`src/hdl/rgbq_pkg.sv`:
```
// Shared types, constants and helpers for the RGB to 256-color quantizer.
package rgbq_pkg;

	// Cube level number 0..5
	typedef logic [2:0] level_t;

	// Grey test and ramp bounds
	localparam logic [7:0] NearLimit = 8'd8;
	localparam logic [7:0] GreyLow   = 8'd4;
	localparam logic [7:0] GreyHigh  = 8'd248;
	localparam logic [7:0] GreyBase  = 8'd232;
	localparam logic [7:0] CubeBase  = 8'd16;

	// Mean of three: floor(sum/3) = (sum * 683) >> 11 for sum up to 765
	localparam logic [9:0]  MeanRecip = 10'd683;
	localparam int unsigned MeanShift = 11;

	// Ramp step: floor(x*24/245) = (x * 1643496) >> 24 for x up to 244
	localparam logic [20:0] RampRecip = 21'd1643496;
	localparam int unsigned RampShift = 24;

	// Upper bound of each cube level (ties at the midpoint go to the lower level)
	localparam logic [7:0] Lvl0Max = 8'd47;
	localparam logic [7:0] Lvl1Max = 8'd115;
	localparam logic [7:0] Lvl2Max = 8'd155;
	localparam logic [7:0] Lvl3Max = 8'd195;
	localparam logic [7:0] Lvl4Max = 8'd235;

	// Stage 2 word: grey flag, channel sum and cube levels
	typedef struct packed {
		logic       near;
		logic [9:0] sum;
		level_t     lvl_r;
		level_t     lvl_g;
		level_t     lvl_b;
	} feat_t;

	// Stage 3 word: grey flag, mean and cube index
	typedef struct packed {
		logic       near;
		logic [7:0] mean;
		logic [7:0] cube;
	} mid_t;

	// Snap one channel to the nearest cube level
	function automatic level_t nearest_level(input logic [7:0] v);
		level_t lvl;
		if (v <= Lvl0Max) begin
			lvl = 3'd0;
		end else if (v <= Lvl1Max) begin
			lvl = 3'd1;
		end else if (v <= Lvl2Max) begin
			lvl = 3'd2;
		end else if (v <= Lvl3Max) begin
			lvl = 3'd3;
		end else if (v <= Lvl4Max) begin
			lvl = 3'd4;
		end else begin
			lvl = 3'd5;
		end
		return lvl;
	endfunction

	// Absolute difference of two channels
	function automatic logic [7:0] abs_diff(input logic [7:0] a, input logic [7:0] b);
		logic [7:0] d;
		d = (a > b) ? (a - b) : (b - a);
		return d;
	endfunction

endpackage

```
`src/hdl/rgbq_classify.sv`:
```
// Stage 2: grey test, channel sum and per-channel cube level.
module rgbq_classify (
	input  logic          clk,
	input  logic          arst_n,
	input  logic          advance,
	input  logic          valid_s1,
	input  logic [7:0]    red_s1,
	input  logic [7:0]    green_s1,
	input  logic [7:0]    blue_s1,
	output logic          valid_s2,
	output rgbq_pkg::feat_t feat_s2
);
	import rgbq_pkg::*;

	feat_t feat_d;

	// Classify the pixel
	always_comb begin
		feat_d.near  = (abs_diff(red_s1, green_s1) < NearLimit) &&
		               (abs_diff(green_s1, blue_s1) < NearLimit);
		feat_d.sum   = {2'b00, red_s1} + {2'b00, green_s1} + {2'b00, blue_s1};
		feat_d.lvl_r = nearest_level(red_s1);
		feat_d.lvl_g = nearest_level(green_s1);
		feat_d.lvl_b = nearest_level(blue_s1);
	end

	// Advance valid
	always_ff @(posedge clk or negedge arst_n) begin
		if (!arst_n) begin
			valid_s2 <= 1'b0;
		end else if (advance) begin
			valid_s2 <= valid_s1;
		end
	end

	// Hold word while stalled
	always_ff @(posedge clk) begin
		if (advance) begin
			feat_s2 <= feat_d;
		end
	end

endmodule

```
`src/hdl/rgbq_mean.sv`:
```
// Stage 3: channel mean by reciprocal multiply and cube palette index.
module rgbq_mean (
	input  logic            clk,
	input  logic            arst_n,
	input  logic            advance,
	input  logic            valid_s2,
	input  rgbq_pkg::feat_t feat_s2,
	output logic            valid_s3,
	output rgbq_pkg::mid_t  mid_s3
);
	import rgbq_pkg::*;

	logic [19:0] mean_prod;
	mid_t        mid_d;

	// Divide sum by three and build the cube index
	always_comb begin
		mean_prod  = feat_s2.sum * MeanRecip;
		mid_d.near = feat_s2.near;
		mid_d.mean = mean_prod[MeanShift +: 8];
		mid_d.cube = CubeBase + (8'd36 * {5'd0, feat_s2.lvl_r})
		           + (8'd6 * {5'd0, feat_s2.lvl_g}) + {5'd0, feat_s2.lvl_b};
	end

	// Advance valid
	always_ff @(posedge clk or negedge arst_n) begin
		if (!arst_n) begin
			valid_s3 <= 1'b0;
		end else if (advance) begin
			valid_s3 <= valid_s2;
		end
	end

	// Hold word while stalled
	always_ff @(posedge clk) begin
		if (advance) begin
			mid_s3 <= mid_d;
		end
	end

endmodule

```
`src/hdl/rgbq_select.sv`:
```
// Stage 4: grey ramp step and final choice between ramp and cube.
module rgbq_select (
	input  logic           clk,
	input  logic           arst_n,
	input  logic           advance,
	input  logic           valid_s3,
	input  rgbq_pkg::mid_t mid_s3,
	output logic           valid_s4,
	output logic [7:0]     index_s4
);
	import rgbq_pkg::*;

	logic [7:0]  ramp_x;
	logic [28:0] ramp_prod;
	logic        in_ramp;
	logic [7:0]  index_d;

	// Pick the ramp entry when the pixel is grey and not at either end
	always_comb begin
		ramp_x    = mid_s3.mean - GreyLow;
		ramp_prod = ramp_x * RampRecip;
		in_ramp   = mid_s3.near && (mid_s3.mean >= GreyLow) && (mid_s3.mean <= GreyHigh);
		index_d   = in_ramp ? (GreyBase + {3'd0, ramp_prod[RampShift +: 5]}) : mid_s3.cube;
	end

	// Advance valid
	always_ff @(posedge clk or negedge arst_n) begin
		if (!arst_n) begin
			valid_s4 <= 1'b0;
		end else if (advance) begin
			valid_s4 <= valid_s3;
		end
	end

	// Hold word while stalled
	always_ff @(posedge clk) begin
		if (advance) begin
			index_s4 <= index_d;
		end
	end

endmodule

```
`src/hdl/rgb_to_ansi256_quantizer.sv`:
```
// An accepted pixel moves from the input register through stages 2 and 3 to its palette index on the output register.
// Throughput: one pixel per cycle; the pipeline holds all four stages while the output
// word waits, and pixel_ready follows index_ready or an empty output register.
// The slowest stage is the ramp step, one 8 by 21 bit constant multiply.
// Reset (arst_n low, asynchronous) clears all stage valid bits; data registers are not reset.
module rgb_to_ansi256_quantizer (
	input  logic       clk,
	input  logic       arst_n,
	input  logic       pixel_valid,
	output logic       pixel_ready,
	input  logic [7:0] red,
	input  logic [7:0] green,
	input  logic [7:0] blue,
	output logic       index_valid,
	input  logic       index_ready,
	output logic [7:0] palette_index
);
	import rgbq_pkg::*;

	logic       advance;
	logic       valid_s1;
	logic [7:0] red_s1;
	logic [7:0] green_s1;
	logic [7:0] blue_s1;
	logic       valid_s2;
	feat_t      feat_s2;
	logic       valid_s3;
	mid_t       mid_s3;
	logic       valid_s4;
	logic [7:0] index_s4;

	// Move the whole pipeline unless the output word is stuck
	assign advance     = !valid_s4 || index_ready;
	assign pixel_ready = advance;

	// Capture the input word
	always_ff @(posedge clk or negedge arst_n) begin
		if (!arst_n) begin
			valid_s1 <= 1'b0;
		end else if (advance) begin
			valid_s1 <= pixel_valid;
		end
	end

	always_ff @(posedge clk) begin
		if (advance) begin
			red_s1   <= red;
			green_s1 <= green;
			blue_s1  <= blue;
		end
	end

	rgbq_classify u_classify (
		.clk      (clk),
		.arst_n   (arst_n),
		.advance  (advance),
		.valid_s1 (valid_s1),
		.red_s1   (red_s1),
		.green_s1 (green_s1),
		.blue_s1  (blue_s1),
		.valid_s2 (valid_s2),
		.feat_s2  (feat_s2)
	);

	rgbq_mean u_mean (
		.clk      (clk),
		.arst_n   (arst_n),
		.advance  (advance),
		.valid_s2 (valid_s2),
		.feat_s2  (feat_s2),
		.valid_s3 (valid_s3),
		.mid_s3   (mid_s3)
	);

	rgbq_select u_select (
		.clk      (clk),
		.arst_n   (arst_n),
		.advance  (advance),
		.valid_s3 (valid_s3),
		.mid_s3   (mid_s3),
		.valid_s4 (valid_s4),
		.index_s4 (index_s4)
	);

	// Drive the output word
	assign index_valid   = valid_s4;
	assign palette_index = index_s4;

endmodule
```
`config.mk`:
```
export PLATFORM = sky130hd
export DESIGN_NAME = rgb_to_ansi256_quantizer
export DESIGN_NICKNAME = d
export VERILOG_FILES = /design/src/hdl/rgbq_pkg.sv /design/src/hdl/rgbq_classify.sv /design/src/hdl/rgbq_mean.sv /design/src/hdl/rgbq_select.sv /design/src/hdl/rgb_to_ansi256_quantizer.sv
export SDC_FILE = /design/constraint.sdc
export NUM_CORES = 1
export LEC_CHECK = 0
export BUFFER_PORTS_ARGS = -buffer_cell sky130_fd_sc_hd__buf_2
export CAP_MARGIN = 15
export CELL_PAD_IN_SITES_DETAIL_PLACEMENT = 0
export CELL_PAD_IN_SITES_GLOBAL_PLACEMENT = 1
export CORE_ASPECT_RATIO = 0.8
export CORE_MARGIN = 4
export CORE_UTILIZATION = 45
export CTS_BUF_LIST = sky130_fd_sc_hd__clkbuf_8
export CTS_CLUSTER_DIAMETER = 40
export DETAILED_ROUTE_END_ITERATION = 12
export PLACE_DENSITY_LB_ADDON = 0.1
export SLEW_MARGIN = 25
export SYNTH_ARGS = -nofsm -noshare
export SYNTH_HDL_FRONTEND = slang
export SYNTH_SLANG_ARGS = --single-unit
```
`constraint.sdc`:
```
create_clock -name clk -period 8.32 [get_ports clk]
set_clock_uncertainty 0.05 [all_clocks]
set_input_delay 0.416 -clock clk [delete_from_list [all_inputs] [get_ports clk]]
set_output_delay 0.416 -clock clk [all_outputs]
set_load 0.01 [all_outputs]
```
* After elaboration in Yosys (flattened, before gate mapping)
Cells that the tools add are included.
Word-level totals: word-level logic and storage cells 84, register bits 73
Cells by class: muxes and demuxes 15, $mul 4, reduce and logical (&&, ||, !) cells 11, magnitude comparators 21, add/subtract/negate cells 11
Operators by type and width (count):
- $le A8 B8 Y1 const B | 10
- $sub A8 B8 Y8 | 4
- $mul A8 B18 Y26 const B | 1
- $le A8 B6 Y1 const B | 3
- $le A8 B7 Y1 const B | 3
- $mux W8 | 3
- $mul A10 B10 Y19 const B | 1
- $gt A8 B8 Y1 | 2
- $lt A8 B4 Y1 const B | 2
- $mux W2 | 6
- $reduce_or A4 Y1 | 3
- $add A10 B8 Y10 | 1
- $add A8 B8 Y9 | 1
- $add A5 B8 Y8 const A | 1
- $add A8 B3 Y8 | 1
- $add A8 B6 Y8 | 1
- $ge A8 B3 Y1 const B | 1
- $sub A8 B3 Y8 const B | 1
- $add A6 B6 Y7 const A | 1
- $mul A4 B3 Y6 const A | 1
- $mux W1 | 6
- $reduce_or A2 Y1 | 3
- $mul A2 B3 Y5 const A | 1
- $logic_and A1 B1 Y1 | 3
- 2 further kinds | 2

* Depth between registers and ports, before layout
Gate-level depths: netlist (run 1).
depth after elaboration 5, mapped depth 25

* By module
A second synthesis (run 1) with hierarchy kept.
Unflattened totals: cell total of the unflattened synthesis 809, area, all modules 8343.0 um^2
By module, submodules not included:
- rgbq_mean | times used 1, area an instance 2640.0 um^2, cells an instance 255, seq. area each 535.5 um^2
- rgbq_select | times used 1, area an instance 2533.7 um^2, cells an instance 273, seq. area each 265.3 um^2
- rgbq_classify | times used 1, area an instance 2394.8 um^2, cells an instance 254, seq. area each 625.6 um^2
- rgb_to_ansi256_quantizer | times used 1, area an instance 774.5 um^2, cells an instance 27, seq. area each 745.7 um^2

* Worst setup path after synthesis (run 1)
No wires, ideal clock.
kind reg2reg, start point register u_mean.mid_s3[10] (netlist name), end point register u_select.index_s4[4] (data pin), data arrival time 5.948 ns, stages on the path, launching flop included 24, data required time 8.008 ns, slack 2.059 ns, path through edfxtp_1 > clkbuf_1 > inv_1 > ha_1 > inv_1 > or3_1 > xor2_1 > inv_1 > ha_1 > inv_1 > fa_1 > fa_1 > fa_1 > inv_1 > ha_1 > o211ai_1 > nor4b_1 > a211oi_1 > a211oi_1 > a41o_1 > nor2_1 > xnor2_1 > ha_1 > mux2_1
Between the ends: word-level cells in the longest chain between the ends 4, elaborated cells between the ends (all ways) 8, those cells by class add/sub (2); mul (1); order compare (2); mux (1); reduce/logical (2)
Ends and longest elaborated chain:
- $sub A8 B3 Y8 / $ge A8 B3 Y1 (equally long branches) | line rgbq_select.sv:20, rgbq_select.sv:22
- $mul A8 B18 Y26 / $logic_and A1 B1 Y1 (equally long branches) | line rgbq_select.sv:21, rgbq_select.sv:22
- $add A6 B6 Y7 / $logic_and A1 B1 Y1 (equally long branches) | line rgbq_select.sv:23, rgbq_select.sv:22
- $mux W8 (*) | line rgbq_select.sv:23 | index_d = in_ramp ? (GreyBase + {3'd0, ramp_prod[RampShift +: 5]}) : mid_s3.cube;
- named net u_select.index_d[4] | line rgbq_select.sv:16 | logic [7:0] index_d;
- end signal, assigned | line rgbq_select.sv:38 | index_s4 <= index_d;
- end, declared | line rgbq_select.sv:9 | output logic [7:0] index_s4
Mark *: on every way through the listed nets, which the timed path passes. The rest lies on a longest branch. A chain may end at the register's enable or synchronous reset.

* Worst setup path after layout (run 1)
start point register u_mean.mid_s3[10] (netlist name), end point register u_select.index_s4[4] (data pin)
Between the ends: word-level cells in the longest chain between the ends 4, elaborated cells between the ends (all ways) 8, those cells by class add/sub (2); mul (1); order compare (2); mux (1); reduce/logical (2)
Ends and longest elaborated chain (line):
- $sub A8 B3 Y8 / $ge A8 B3 Y1 (equally long branches) | rgbq_select.sv:20, rgbq_select.sv:22
- $mul A8 B18 Y26 / $logic_and A1 B1 Y1 (equally long branches) | rgbq_select.sv:21, rgbq_select.sv:22
- $add A6 B6 Y7 / $logic_and A1 B1 Y1 (equally long branches) | rgbq_select.sv:23, rgbq_select.sv:22
- $mux W8 (*) | rgbq_select.sv:23
- named net u_select.index_d[4] | rgbq_select.sv:16
Marked as above.

==> results of run 1 <==
-- logic make-up (layout without fill, tap and decap cells) --
kind of cell	count (synthesis)	in the layout	share of synthesized area, %
adder cells (fa/ha/maj)	233	233	40.4
multiplexers	7	7	0.913
flip-flops	73	73	26.4
XOR/XNOR	42	42	4.48
AND/OR/NAND/NOR	128	128	7.99
buffers and inverters	177	225	8.16
AO/OA/AOI/OAI	143	143	11.6
-- registers in the layout (all words and copies together) (netlist names) --
signal	count
u_classify.feat_s2	20
u_mean.mid_s3	17
blue_s1	8
green_s1	8
red_s1	8
u_select.index_s4	8
u_classify.valid_s2	1
u_mean.valid_s3	1
u_select.valid_s4	1
valid_s1	1
-- routing by layer --
layer,wire [um],global-route usage [%],vias up
met5,0,0,-
met4,123,3.67,0
met3,555,2.91,8
met2,7740,29.7,77
met1,8960,25.9,2779
li1,-,-,2844
-- cell type report --
type | instances | area [sq um]
multi-input cells | 553 | 5380
well taps | 225 | 282
repair buffers | 39 | 215
flip-flops and latches | 73 | 2170
clock inverters | 7 | 86.3
inverters | 170 | 638
fillers | 1620 | 8750
clock buffers | 9 | 124
-- path summary, 6_finish.rpt --
check / to / cells past startpoint / from
worst max-delay path: u_select.index_s4[4] / 22 / u_mean.mid_s3[10]
worst min-delay path: green_s1[2] / 1 / green[2]
worst max register to register: u_select.index_s4[4] / 22 / u_mean.mid_s3[10]
worst min register to register: u_mean.mid_s3[0] / 0 / u_classify.feat_s2[0]
max in group asynchronous: valid_s1 / 2 / arst_n
min in group asynchronous: u_mean.valid_s3 / 2 / arst_n
-- cells in the final DEF, fill, tap and decap left out, drive strengths merged, types with 5 or more instances in the layout --
| cell | Yosys | routed |
|---|---|---|
| nand2 | 34 | 34 |
| nand2b | 5 | 5 |
| edfxtp | 69 | 69 |
| and3 | 5 | 5 |
| o31ai | 9 | 9 |
| xnor2 | 29 | 29 |
| o21ai | 33 | 33 |
| a21oi | 41 | 41 |
| o21a | 7 | 7 |
| nand4 | 8 | 8 |
| and2 | 5 | 5 |
| clkbuf | 4 | 9 |
| ha | 179 | 179 |
| buf | 3 | 38 |
| a21o | 9 | 9 |
| nand3 | 6 | 6 |
| or2 | 5 | 5 |
| nor3 | 10 | 10 |
| a211oi | 8 | 8 |
| fa | 54 | 54 |
| o21bai | 6 | 6 |
| xor2 | 13 | 13 |
| nor2 | 30 | 30 |
| inv | 170 | 173 |
-- stage by stage --
step | utilization, % | cells | hold slack, ps | instance area, sq um | setup slack, ps
3_5_place_dp | 49.1 | 1058 | 176 | 8660 | 1370
5_1_grt | 50.4 | 1076 | 132 | 8900 | 797
4_1_cts | 50.3 | 1075 | 131 | 8880 | 1350
2_1_floorplan | - | 803 | 70.4 | 8220 | 2060
6_report | 50.4 | 1076 | 162 | 8900 | 1410
3_3_place_gp | 49.1 | 1058 | 170 | 8660 | 1590
-- what timing repair did --
action	4_1_cts	5_1_grt
gates resized for setup	0	0
endpoints found under the hold margin	4	0
hold buffers	1	0
==> run_results.csv, run 1 <==
group,metric,value,unit
outcome,status,"completed",
cells_and_area,drive_gt1_share,8.46,%
drt,drt_iter0_markers,259,
clocking,cts_setup_buffers,0,
worst_setup_path,cp_top_family,"adder cells",
synthesis,yosysTopAreaCell,"ha_1",
clocking,cts_buffers,9,
synthesis,netlist.area_leader.share,27.3,%
global_routing,grt_start_max_net_pins,75,
synthesis,syn_nets,1064,
worst_setup_path,start_kind,"flop",
floorplan,io_pins,38,
timing,worst_pin_slew,947,ps
drt,routed_via_density,5.30,
synthesis,synth_cell_type_count,67,
synthesis,seq_area_frac_synth,26.4,%
synthesis,synthFlopType,"edfxtp_1",
drt,drc,0,
floorplan,start_util,46.6,%
synthesis,synthTopCellsByArea,"ha_1 27%, edfxtp_1 25%, fa_1 13%",
clocking,cts_sinks,73,
min_path,hold_class,"in -> reg",
synthesis,netlist_area,0.00822,sq mm
synthesis,ys_warn_count,0,
drt,avgRoutedWirePerCell,16.1,um
clocking,clk_pin_slew_worst_paths,90,ps
drt,drt_wl_total,17.4,mm
timing,fmax,0.145,GHz
global_routing,grt_pass1_vias,6025,
run,drv_cap,0,
placement,portBuffers,37,
cells_and_area,fin_nets,1107,
floorplan,core.rowCount,43,
worst_setup_path,cp.arrival,6990,ps
synthesis,async_flop_share,5.48,%
floorplan,die-height,129,um
worst_setup_path,critical_path.most_common_cell,"inv_1",
worst_setup_path,reg2reg_slack,1410,ps
synthesis,synth_most_common_cell,"ha_1",
clocking,clock_latency,370,ps
clocking,cts_buffer_depth,2,
drt,vias,5708,
placement,gp_congestion,0.860,
timing,relSlewSlack,36.6,%
timing,hold_viol_final,0,
synthesis,synth_seq_cells,73,
worst_setup_path,worstSetupPathType,"reg -> reg",
worst_setup_path,cp_slowest_cell,"fa_1",
clocking,htreeDepth,3,
floorplan,fp.dieArea,0.0205,sq mm
worst_setup_path,crit_path_max_incr_delay,560,ps
worst_setup_path,required,8390,ps
synthesis,synth_edf_count,69,
timing,setup_viol,0,
worst_setup_path,cp-end-kind,"flop",
timing,period_minus_slack,6910,ps
worst_setup_path,critPathBufInv,5,
synthesis,synth_common_cells,"179 x ha_1, 169 x inv_1, 69 x edfxtp_1",
synthesis,syn_area_per_cell,10.2,sq um
clocking,cts_tree,"yes",
timing,fin_setup_tns,0,ps
timing,rsz0062_at_grt,"false",
cells_and_area,syn2layout_area_growth,8.30,%
timing,finalCritPeriodShare,83.1,%
floorplan,die_width,159,um
global_routing,grt_pass1_wl,30.0,mm
global_routing,antenna_found_initial,0,
synthesis,postSynthCellCount,803,
worst_setup_path,crit_path_cell_trace,"inv_1 > ha_1 > inv_1 > or3_1 > xor2_1 > inv_1 > ha_1 > inv_1 > fa_1 > fa_1 > fa_1 > inv_1 > ha_1 > o211ai_1 > nor4b_1 > a211oi_1 > a211oi_1 > a41o_1 > nor2_1 > xnor2_1 > ha_1 > mux2_1",
floorplan,fp.coreArea,0.0176,sq mm
global_routing,grt.overflow.total,0,
drt,firstDrtPassIters,4,
clocking,cts-root-buf,"clkbuf_8",
drt,ant_nets,0,
cells_and_area,antenna_cells,0,
worst_setup_path,worstPathMaxFanout,7,
global_routing,grt_use_total,18.2,%
placement,hpwlAfterDp,14.3,mm
timing,slew_viol_final,0,
Power of run 1 is not shown: default switching activity piles up to over one toggle a cycle in this logic, so the estimate is an artifact.
==> run 2, diff against run 1 <==
==> constraint.sdc (replaced) <==
create_clock -name clk -period 6.32 [get_ports clk]
set_clock_uncertainty 0.05 [all_clocks]
set_input_delay 0.316 -clock clk [delete_from_list [all_inputs] [get_ports clk]]
set_output_delay 0.316 -clock clk [all_outputs]
set_load 0.01 [all_outputs]
==> run 2 against run 1 <==
  * Via count is 1.2% lower
  * Global-route usage shrank 0.40 points
  * Die area stayed put
  * Core utilization increased by 0.80 points
  * Wire length down 0.52%
  * Critical path depth decreased by 1
  * Worst setup slack worse by 1100 ps
  * Worst hold slack lost 110 ps
  * Sequential share of layout area is 0.38 points lower
  * Clock-buffer cell count unchanged
  * Non-clock buffer count rose by 9
  * Highest routed layer unchanged
==> run_results.csv, run 2 (same netlist as run 1, synthesis figures left out) <==
group,metric,value,unit
outcome,status,"completed",
placement,portBuffers,37,
clocking,cts_buffers,9,
cells_and_area,largest-register,"u_classify.feat_s2",
worst_setup_path,start_kind,"flop",
timing,finalCritPeriodShare,95.0,%
timing,fin_setup_tns,0,ps
drt,firstDrtPassIters,5,
floorplan,fp.dieArea,0.0205,sq mm
worst_setup_path,cp-end-kind,"flop",
drt,avgRoutedWirePerCell,15.9,um
global_routing,antenna_found_initial,0,
worst_setup_path,required,6400,ps
timing,period_minus_slack,6000,ps
cells_and_area,layout_commonest_cell,"ha_1",
global_routing,grt.overflow.total,0,
cells_and_area,fin_nets,1116,
placement,place_area,0.00872,sq mm
timing,slew_viol_final,0,
cells_and_area,syn2layout_area_growth,10.0,%
global_routing,grt_pass1_wl,29.3,mm
drt,vias,5637,
worst_setup_path,worstPathMaxFanout,5,
placement,hpwlAfterDp,14.0,mm
worst_setup_path,worstSetupPathType,"reg -> reg",
cells_and_area,nFillCells,1587,
global_routing,grt_pass1_vias,5893,
floorplan,io_pins,38,
timing,rsz0062_at_grt,"false",
timing,setup_viol,0,
clocking,cts_tree,"yes",
global_routing,grt_start_max_net_pins,75,
drt,drt_wl_total,17.3,mm
floorplan,die_width,159,um
clocking,cts_buffer_depth,2,
timing,hold_viol_final,0,
run,drv_cap,0,
cells_and_area,largest_register_ffs,20,
floorplan,die-height,129,um
min_path,hold_class,"in -> reg",
drt,drc,0,
global_routing,grt_use_total,17.8,%
cells_and_area,final_area,0.00904,sq mm
timing,worst_pin_slew,685,ps
drt,routed_via_density,5.20,
timing,fmax,0.167,GHz
drt,drt_iter0_markers,246,
clocking,clk_pin_slew_worst_paths,100,ps
cells_and_area,drive_gt1_share,10.7,%
timing,relSlewSlack,53.9,%
cells_and_area,antenna_cells,0,
floorplan,start_util,46.6,%
cells_and_area,reg.largest.list,"u_classify.feat_s2 (20), u_mean.mid_s3 (17)",
clocking,clock_latency,380,ps
floorplan,core.rowCount,43,
clocking,htreeDepth,3,
worst_setup_path,cp.arrival,6080,ps
cells_and_area,layout_common_cells,"178 x ha_1, 168 x inv_1, 69 x edfxtp_1",
clocking,cts_sinks,73,
placement,gp_congestion,0.869,
floorplan,fp.coreArea,0.0176,sq mm
clocking,cts-root-buf,"clkbuf_8",
drt,ant_nets,0,
run 2: changes by cell type in the layout (fill, tap and decap cells not counted), moves of 2 or more:
cell / previous run / this run
a211oi_2: 1 / 5
xnor2_1: 29 / 27
a211oi_1: 7 / 3
buf_4: 0 / 9
xnor2_2: 0 / 2
run 2: area by class of cell:
cell class	count	area, sq um	area share [%]
Clock inverter	7	86.3	0.955
Timing Repair Buffer	48	290	3.21
Tap cell	225	282	3.11
Inverter	170	638	7.06
Sequential cell	73	2170	24.0
Multi-Input combinational cell	553	5450	60.3
Clock buffer	9	124	1.37
run 2: critical path: stages (launching register included):
cell and delay (ps):
edfxtp_1 470, inv_2 110, ha_2 210, inv_1 60, or3_4 360, xor2_4 190, fa_1 550, inv_1 80
fa_1 480, fa_1 540, inv_1 50, fa_1 480, ha_1 340, a211oi_2 230, o21ai_1 130, a211oi_2 260
a211oi_2 110, buf_4 160, a311oi_1 260, nor2_1 90, ha_1 270, mux2_1 280
run 2: layer usage:
layer	routed length (um)	GRT usage [%]	part of all wire, %	up-vias
met2	7580	28.6	44	82
met1	8980	25.7	52	2694
met4	162	3.67	0.94	0
met5	0	0	0	-
li1	-	-	-	2848
met3	562	2.72	3.3	13
run 2: repair_timing:
item / 4_1_cts / 5_1_grt
setup endpoints to repair: 0 / 4
buffers inserted: 0 / 1
hold endpoints to repair: 4 / 0
resized for setup: 0 / 13
hold buffers: 1 / 0
run 2: path summary, 6_finish.rpt:
check                                        from                    to  slack [ps]  depth (start not counted)
max                             u_mean.mid_s3[11]  u_select.index_s4[4]         320                         21
max in group asynchronous                  arst_n   u_classify.valid_s2        5900                          2
min reg2reg                u_classify.feat_s2[19]     u_mean.mid_s3[16]         370                          0
min                                        red[4]             red_s1[4]          50                          1
min in group asynchronous                  arst_n     u_select.valid_s4         210                          2
max reg2reg                     u_mean.mid_s3[11]  u_select.index_s4[4]         320                         21
run 2: metrics by stage:
step | instances | util [%] | worst slack, ps | hold WS (ps)
floorplan | 803 | - | 59.5 | -29.6
global placement | 1066 | 49.4 | 199 | 69.2
detailed placement | 1066 | 49.4 | 154 | 74.1
CTS | 1083 | 50.7 | 94.4 | 24.9
global route | 1085 | 51.2 | 13.5 | 26.8
finish | 1085 | 51.2 | 318 | 53.9
Power of run 2 is left out for the same reason.
